==> config.mk <==
export PLATFORM = sky130hd
export DESIGN_NAME = virtual_timer_multiplexer_unit
export DESIGN_NICKNAME = d
export VERILOG_FILES = /design/src/design/vtm_pkg.sv /design/src/design/virtual_timer_multiplexer_unit.sv
export SDC_FILE = /design/constraint.sdc
export NUM_CORES = 2
export LEC_CHECK = 0
export ABC_AREA = 1
export BUFFER_PORTS_ARGS = -buffer_cell sky130_fd_sc_hd__buf_2
export CORE_ASPECT_RATIO = 2
export CORE_MARGIN = 5
export CORE_UTILIZATION = 45
export CTS_CLUSTER_DIAMETER = 120
export DETAILED_ROUTE_END_ITERATION = 6
export GPL_TIMING_DRIVEN = 0
export PLACE_DENSITY_LB_ADDON = 0.08
export SYNTH_ARGS = -nofsm -noshare
export SYNTH_HDL_FRONTEND = slang
export SYNTH_SLANG_ARGS = --single-unit
export TNS_END_PERCENT = 50
==> constraint.sdc <==
create_clock -name clock -period 18.2 [get_ports clock]
set_input_delay 0.91 -clock clock [delete_from_list [all_inputs] [get_ports clock]]
set_output_delay 0.91 -clock clock [all_outputs]
set_load 0.01 [all_outputs]
==> src/design/vtm_pkg.sv <==
// ----------------------------------------------------------------------------
// vtm_pkg
// Shared types and codes for the virtual timer multiplexer: request and
// response payloads, the slot record kept in the timer bank, and result codes.
// ----------------------------------------------------------------------------
`default_nettype none

package vtm_pkg;

   // Default bank size
   localparam int NUM_TIMERS_DEFAULT = 16;

   // Request commands
   localparam logic CMD_START  = 1'b0;
   localparam logic CMD_EXPIRE = 1'b1;

   // Timer modes
   localparam logic MODE_CONTINUOUS = 1'b0;
   localparam logic MODE_ONE_SHOT   = 1'b1;

   // Response kinds
   localparam logic [1:0] KIND_ACK  = 2'd0;
   localparam logic [1:0] KIND_FIRE = 2'd1;
   localparam logic [1:0] KIND_LOAD = 2'd2;

   // Start status codes
   localparam logic [1:0] STATUS_OK        = 2'd0;
   localparam logic [1:0] STATUS_FULL      = 2'd1;
   localparam logic [1:0] STATUS_ZERO_PER  = 2'd2;

   typedef struct packed {
      logic        command;
      logic        mode;
      logic [31:0] period;
      logic [7:0]  handler_id;
   } req_type;

   typedef struct packed {
      logic [1:0]  kind;
      logic [1:0]  status;
      logic [7:0]  fired_handler;
      logic        load_valid;
      logic [31:0] load_value;
      logic        bank_empty;
      logic        last;
   } rsp_type;

   // One entry of the timer bank
   typedef struct packed {
      logic        mode;
      logic [31:0] period;
      logic [31:0] remaining;
      logic [7:0]  handler;
   } slot_entry_type;

endpackage

`default_nettype wire

==> src/design/virtual_timer_multiplexer_unit.sv <==
// ----------------------------------------------------------------------------
// virtual_timer_multiplexer_unit
// Bank of virtual timers sharing one hardware one-shot timer.
// ----------------------------------------------------------------------------
// A start request takes the lowest free slot and returns one acknowledgement;
// when the bank was empty it also asks for the hardware timer to be loaded
// with the period. An expire request subtracts the least remaining count from
// every active slot, returns one fire response per slot that reached zero in
// ascending slot order, then one next-load response (or the empty flag).
// The bank sits in a single-port memory walked by one index under a small
// sequencer, with one shared compare and one subtractor. A request is taken
// only while the sequencer is idle. An expire makes one pipelined pass for the
// minimum, then an update pass in which each active slot needs a memory read
// followed by a write. Stalls on the response side hold the sequencer.
// Responses wait in an output register, so the next request is accepted
// while the last response is still pending.
// ----------------------------------------------------------------------------
`default_nettype none

module virtual_timer_multiplexer_unit
   import vtm_pkg::*;
#(
   parameter int NUM_TIMERS = NUM_TIMERS_DEFAULT
) (
   input  wire logic    clock,
   input  wire logic    reset,
   input  wire logic    req_valid,
   output      logic    req_ready,
   input  wire req_type req_data,
   output      logic    rsp_valid,
   input  wire logic    rsp_ready,
   output      rsp_type rsp_data
);

   localparam int IDX_W = $clog2(NUM_TIMERS);
   localparam int CNT_W = $clog2(NUM_TIMERS + 1);
   localparam logic [IDX_W-1:0] LAST_IDX = IDX_W'(NUM_TIMERS - 1);
   localparam logic [CNT_W-1:0] FULL_CNT = CNT_W'(NUM_TIMERS);

   // Sequencer states
   localparam logic [3:0] ST_IDLE    = 4'd0;
   localparam logic [3:0] ST_START   = 4'd1;
   localparam logic [3:0] ST_FIND    = 4'd2;
   localparam logic [3:0] ST_EXP     = 4'd3;
   localparam logic [3:0] ST_MIN     = 4'd4;
   localparam logic [3:0] ST_MIN_END = 4'd5;
   localparam logic [3:0] ST_SUB_RD  = 4'd6;
   localparam logic [3:0] ST_SUB_EX  = 4'd7;
   localparam logic [3:0] ST_FINAL   = 4'd8;

   logic [3:0]            state_ff, state_in;
   logic [IDX_W-1:0]      idx_ff, idx_in;
   req_type               req_ff, req_in;
   logic [NUM_TIMERS-1:0] valid_ff, valid_in;
   logic [CNT_W-1:0]      count_ff, count_in;
   logic [31:0]           least_ff, least_in;
   logic                  found_ff, found_in;
   logic [31:0]           next_ff, next_in;
   logic                  next_found_ff, next_found_in;
   logic                  cmp_valid_ff, cmp_valid_in;
   slot_entry_type        rd_entry_ff;
   logic                  rsp_valid_ff;
   rsp_type               rsp_data_ff;

   slot_entry_type        slot_mem [NUM_TIMERS];

   logic                  out_free;
   logic                  emit;
   rsp_type               emit_data;
   logic                  mem_we;
   slot_entry_type        mem_wdata;
   logic [31:0]           cand;
   logic [31:0]           cmp_ref;
   logic                  cmp_less;
   logic                  cand_take;
   logic [31:0]           diff;
   logic                  in_min;

   assign out_free  = !rsp_valid_ff || rsp_ready;
   assign req_ready = (state_ff == ST_IDLE);
   assign rsp_valid = rsp_valid_ff;
   assign rsp_data  = rsp_data_ff;

   // Shared compare and subtract
   assign in_min   = (state_ff == ST_MIN) || (state_ff == ST_MIN_END);
   assign cmp_ref  = in_min ? least_ff : next_ff;
   assign cmp_less = cand < cmp_ref;
   assign diff     = rd_entry_ff.remaining - least_ff;

   // Sequencer
   always_comb begin
      state_in      = state_ff;
      idx_in        = idx_ff;
      req_in        = req_ff;
      valid_in      = valid_ff;
      count_in      = count_ff;
      least_in      = least_ff;
      found_in      = found_ff;
      next_in       = next_ff;
      next_found_in = next_found_ff;
      cmp_valid_in  = (state_ff == ST_MIN) && valid_ff[idx_ff];
      emit          = 1'b0;
      emit_data     = '0;
      mem_we        = 1'b0;
      mem_wdata     = rd_entry_ff;
      cand          = rd_entry_ff.remaining;
      cand_take     = 1'b0;

      case (state_ff)
         ST_IDLE: begin
            if (req_valid) begin
               req_in   = req_data;
               idx_in   = '0;
               state_in = (req_data.command == CMD_EXPIRE) ? ST_EXP : ST_START;
            end
         end

         ST_START: begin
            if (req_ff.period == 32'd0) begin
               if (out_free) begin
                  emit                 = 1'b1;
                  emit_data.kind       = KIND_ACK;
                  emit_data.status     = STATUS_ZERO_PER;
                  emit_data.bank_empty = (count_ff == '0);
                  emit_data.last       = 1'b1;
                  state_in             = ST_IDLE;
               end
            end else if (count_ff == FULL_CNT) begin
               if (out_free) begin
                  emit             = 1'b1;
                  emit_data.kind   = KIND_ACK;
                  emit_data.status = STATUS_FULL;
                  emit_data.last   = 1'b1;
                  state_in         = ST_IDLE;
               end
            end else begin
               state_in = ST_FIND;
            end
         end

         // walk to the lowest free slot; one exists since the bank is not full
         ST_FIND: begin
            if (!valid_ff[idx_ff]) begin
               if (out_free) begin
                  mem_we               = 1'b1;
                  mem_wdata.mode       = req_ff.mode;
                  mem_wdata.period     = req_ff.period;
                  mem_wdata.remaining  = req_ff.period;
                  mem_wdata.handler    = req_ff.handler_id;
                  valid_in[idx_ff]     = 1'b1;
                  count_in             = count_ff + CNT_W'(1);
                  emit                 = 1'b1;
                  emit_data.kind       = KIND_ACK;
                  emit_data.status     = STATUS_OK;
                  emit_data.load_valid = (count_ff == '0);
                  emit_data.load_value = (count_ff == '0) ? req_ff.period : 32'd0;
                  emit_data.last       = 1'b1;
                  state_in             = ST_IDLE;
               end
            end else begin
               idx_in = idx_ff + IDX_W'(1);
            end
         end

         ST_EXP: begin
            if (count_ff == '0) begin
               if (out_free) begin
                  emit                 = 1'b1;
                  emit_data.kind       = KIND_LOAD;
                  emit_data.bank_empty = 1'b1;
                  emit_data.last       = 1'b1;
                  state_in             = ST_IDLE;
               end
            end else begin
               found_in = 1'b0;
               idx_in   = '0;
               state_in = ST_MIN;
            end
         end

         // pipelined minimum pass: issue reads here, compare in the cycle after
         ST_MIN: begin
            if (idx_ff == LAST_IDX) begin
               state_in = ST_MIN_END;
            end else begin
               idx_in = idx_ff + IDX_W'(1);
            end
         end

         ST_MIN_END: begin
            idx_in        = '0;
            next_found_in = 1'b0;
            state_in      = ST_SUB_RD;
         end

         ST_SUB_RD: begin
            if (valid_ff[idx_ff]) begin
               state_in = ST_SUB_EX;
            end else if (idx_ff == LAST_IDX) begin
               state_in = ST_FINAL;
            end else begin
               idx_in = idx_ff + IDX_W'(1);
            end
         end

         // subtract, fire on zero, and track the next minimum
         ST_SUB_EX: begin
            if (diff == 32'd0) begin
               if (out_free) begin
                  emit                    = 1'b1;
                  emit_data.kind          = KIND_FIRE;
                  emit_data.fired_handler = rd_entry_ff.handler;
                  if (rd_entry_ff.mode == MODE_CONTINUOUS) begin
                     mem_we              = 1'b1;
                     mem_wdata.remaining = rd_entry_ff.period;
                     cand                = rd_entry_ff.period;
                     cand_take           = 1'b1;
                  end else begin
                     valid_in[idx_ff] = 1'b0;
                     count_in         = count_ff - CNT_W'(1);
                  end
                  if (idx_ff == LAST_IDX) begin
                     state_in = ST_FINAL;
                  end else begin
                     idx_in   = idx_ff + IDX_W'(1);
                     state_in = ST_SUB_RD;
                  end
               end
            end else begin
               mem_we              = 1'b1;
               mem_wdata.remaining = diff;
               cand                = diff;
               cand_take           = 1'b1;
               if (idx_ff == LAST_IDX) begin
                  state_in = ST_FINAL;
               end else begin
                  idx_in   = idx_ff + IDX_W'(1);
                  state_in = ST_SUB_RD;
               end
            end
         end

         ST_FINAL: begin
            if (out_free) begin
               emit                 = 1'b1;
               emit_data.kind       = KIND_LOAD;
               emit_data.load_valid = next_found_ff;
               emit_data.load_value = next_found_ff ? next_ff : 32'd0;
               emit_data.bank_empty = !next_found_ff;
               emit_data.last       = 1'b1;
               state_in             = ST_IDLE;
            end
         end

         default: begin
            state_in = ST_IDLE;
         end
      endcase

      // minimum of the current counts
      if (in_min && cmp_valid_ff && (!found_ff || cmp_less)) begin
         least_in = cand;
         found_in = 1'b1;
      end

      // minimum of the updated counts
      if (cand_take && (!next_found_ff || cmp_less)) begin
         next_in       = cand;
         next_found_in = 1'b1;
      end
   end

   // Control registers
   always_ff @(posedge clock) begin
      if (reset) begin
         state_ff      <= ST_IDLE;
         valid_ff      <= '0;
         count_ff      <= '0;
         found_ff      <= 1'b0;
         next_found_ff <= 1'b0;
         cmp_valid_ff  <= 1'b0;
         rsp_valid_ff  <= 1'b0;
      end else begin
         state_ff      <= state_in;
         valid_ff      <= valid_in;
         count_ff      <= count_in;
         found_ff      <= found_in;
         next_found_ff <= next_found_in;
         cmp_valid_ff  <= cmp_valid_in;
         if (emit) begin
            rsp_valid_ff <= 1'b1;
         end else if (rsp_ready) begin
            rsp_valid_ff <= 1'b0;
         end
      end
   end

   // Payload registers
   always_ff @(posedge clock) begin
      idx_ff   <= idx_in;
      req_ff   <= req_in;
      least_ff <= least_in;
      next_ff  <= next_in;
      if (emit) begin
         rsp_data_ff <= emit_data;
      end
   end

   // Timer bank memory: one write, one registered read
   always_ff @(posedge clock) begin
      if (mem_we) begin
         slot_mem[idx_ff] <= mem_wdata;
      end
      rd_entry_ff <= slot_mem[idx_ff];
   end

endmodule

`default_nettype wire
==> out/qor.csv <==
stage,metric,value,unit
run_status,status,"finished, violations left",
grt,met1 Use GR,0.315,
critical_path,Setup CP Type,reg -> reg,
drt,DR vias/cell,5.86,
power,sequential share of power,0.374,
grt,met2 global-route usage,0.592,
power,Lkg Pwr,23.9,nW
timing,Setup TNS Final,0,ns
job,max cap viols,0,
grt,gr busiest metal,met2,
clock_network,Root Driver,clkbuf_16,
synthesis,"flops & latches, synth",1426,
critical_path,critical path data arrival time,8.87,ns
drt,WL final,227000,um
cells_and_area,fillcell total,11600,
synthesis,cell taking the most area after synthesis,edfxtp_1,
drt,Pre-antenna DRT Iters,7,
power,Logic pwr share,0.401,
synthesis,most frequent cell after synthesis,edfxtp_1,
synthesis,synth top area cells,"edfxtp_1, o21ai_0, nand2_1, nor2_1, dfxtp_1",
place,HPWL Detailed,174000,um
floorplan,Initial Utilization,0.453,
hold_path,Hold Path Stages,1,
synthesis,Synth top area share,0.675,
floorplan,Die Wd,266,um
critical_path,worst-case reg-to-reg path depth,30,
timing,Final Hold Violating Endpoints,0,
clock_network,Clock Path Buffers,3,
grt,grt total ovfl,0,
clock_network,cts hold-fix bufs,0,
synthesis,cells after synthesis,5084,
drt,Via Count,42800,
power,Pwr per Cell Area,187,nW/um^2
critical_path,Critical R2R Capture,least_ff[18],
critical_path,Crit-path slowest cell,a21oi_1,
grt,global-route wire length before repair,313000,um
critical_path,FF-to-FF setup slack,9.77,ns
grt,antenna violations before repair,7,
grt,met3 Use GR,0.0489,
timing,max frequency,119,MHz
floorplan,core area,130000,um^2
clock_network,htree depth,4,
floorplan,area of the die,139000,um^2
critical_path,reg-to-reg startpoint,rd_entry_ff[8],
timing,Max Slew Vio Count,0,
floorplan,Row Count,187,
synthesis,"EDFF count, synth",1324,
cells_and_area,share of cells above drive strength 1,0.0995,
clock_network,TritonCTS clock tree,yes,
timing,Tcrit/Tclk final,0.463,
timing,Slew headroom,0.0253,
power,Clk pwr share,0.225,
clock_network,Worst-Skew Late Latency,0.78,ns
clock_network,"CTS clk-pin slew, worst paths",0.07,ns
synthesis,synth cell count leaders,"edfxtp_1, o21ai_0, nand2_1",
synthesis,"FFs w/ async S/R, synth",0,
clock_network,CTS Buf Count,132,
power,Int Pwr,7.31,mW
timing,RSZ-0062 raised after global routing,false,
synthesis,number of synthesis warnings,0,
place,Port Buf Inserts,93,
run_status,failing checks,design-rule violations,
power,Sw Pwr,5.42,mW
floorplan,Die Ht,522,um
synthesis,Post-Syn Area,58900,um^2
hold_path,worst min path class,in -> reg,
place,Placer Congestion,0.985,
grt,largest net degree at the start of global routing,49,
synthesis,Yosys cell types,46,
drt,initial DRC count,4323,
drt,DR DRC count,1,
cells_and_area,synthesis-to-layout area growth,15.6,%
cells_and_area,fin nets,5610,
synthesis,register area share after synthesis,0.709,
clock_network,Post-CTS Setup Repair Bufs,0,
timing,worst clock skew,0.0370,ns
place,Placed Area,63600,um^2
hold_path,Hold Path End,req_ff[39],
synthesis,Main synth FF type,edfxtp_1,
timing,worst slew pin tran,1.45,ns
power,switch share,0.426,
synthesis,"Avg Cell Area, Syn",11.6,um^2
clock_network,clock sinks,1426,
critical_path,CP Data Required Time,18.64,ns
clock_network,PostCTS Resize Cnt,0,
critical_path,CP Launch Type,flip-flop,
grt,total routing usage reported by global routing,0.320,
timing,final setup fails,0,
critical_path,Crit path top cell by count,nand2_1,
floorplan,io pins,95,
drt,"antenna viol nets, final",0,
grt,vias in the first global route,42800,
synthesis,Synth Net Count,5202,
hold_path,Hold Startpoint,req_data[39],
drt,routed len/inst,31.1,um
critical_path,Max stage delay on crit path,0.83,ns
timing,Final min period,8.43,ns
critical_path,Crit Path Max Fanout,30,
critical_path,CP endpoint kind,flip-flop,
cells_and_area,fin area,68100,um^2
power,Max VDD drop,0.0860,mV
## area by class of cell
| type | instances | area [um^2] | area share |
|---|---|---|---|
| timing repair buffer | 274 | 2500 | 0.0367 |
| inverter | 311 | 1170 | 0.0171 |
| tap | 1701 | 2130 | 0.0313 |
| clock inverter | 68 | 761 | 0.0112 |
| sequential | 1426 | 41800 | 0.614 |
| buffer | 286 | 1100 | 0.0162 |
| antenna | 6 | 15.0 | 0.000220 |
| clock buffer | 171 | 3630 | 0.0532 |
| multi-input combinational | 3061 | 15000 | 0.220 |
## worst max-delay path by stage
| stage | start | endpoint | cells after the start |
|---|---|---|---|
| floorplan | least_ff[0] | slot_mem[10][0] | 21 |
| global placement | rd_entry_ff[8] | slot_mem[11][31] | 22 |
| detailed placement | rd_entry_ff[8] | least_ff[19] | 35 |
| CTS | rd_entry_ff[8] | least_ff[18] | 35 |
| global route | rd_entry_ff[8] | least_ff[18] | 35 |
| finish | rd_entry_ff[8] | least_ff[18] | 30 |
## routing by layer
layer	share of wire	up-vias
met5	0.00012	-
met4	0.096	4
met3	0.058	669
met2	0.53	1883
met1	0.31	21200
li1	-	19000
## layout by cell type (no fill, tap or decap), drive strengths merged, types with 93 or more instances in the layout
master	n
nand4	94
nand2	769
nand3	93
inv	313
nor2	722
edfxtp	1324
buf	302
o22ai	294
clkbuf	429
o21ai	792
dfxtp	102
## power by group through the flow
stage,registers (mW),clock network (mW),logic (mW)
final,4.76,2.86,5.11
after global routing,4.77,3.01,5.39
after CTS,4.75,2.89,5.01
after detailed placement,4.82,0,5.00
after global placement,4.89,0,4.76
after floorplan,4.74,0,2.50
## per-stage QoR
stage               instances   util  power [mW]  setup slack [ns]  hold slack (ns)
CTS                      7292  0.523        12.6             10.22            0.281
floorplan                5084      -        7.24             10.08            0.455
finish                   7304  0.523        12.7              9.77            0.310
global placement         6878  0.473        9.65              2.11            0.464
global route             7300  0.523        13.2              9.66            0.290
detailed placement       7053  0.489        9.82             10.27            0.476
## registers in the layout, indices dropped and copies added, names as in the netlist, 4 cells and up, named ones only
register and count:
count_ff 5, idx_ff 4, least_ff 32, next_ff 32
rd_entry_ff 73, req_ff 41, rsp_data 47, slot_mem 1168
state_ff 4
## worst max-delay path: cells and delay by family (launching register included)
family,cells,cell delay [ns]
AND/OR/NAND/NOR,17,3.37
buffers and inverters,6,1.56
adder cells (fa/ha/maj),3,0.86
flip-flops,1,0.44
AO/OA/AOI/OAI,4,1.72
## kinds of logic after synthesis
kind of cell,Yosys count,synth area share
muxes,1,0.000170
xor gates and xnor gates,8,0.00132
AOI/OAI and AO/OA,1241,0.115
buffers and inverters,597,0.0384
adders and majority gates,72,0.0155
DFF,1426,0.709
and+or+nand+nor,1739,0.120
(Power assumes the default switching activity.)
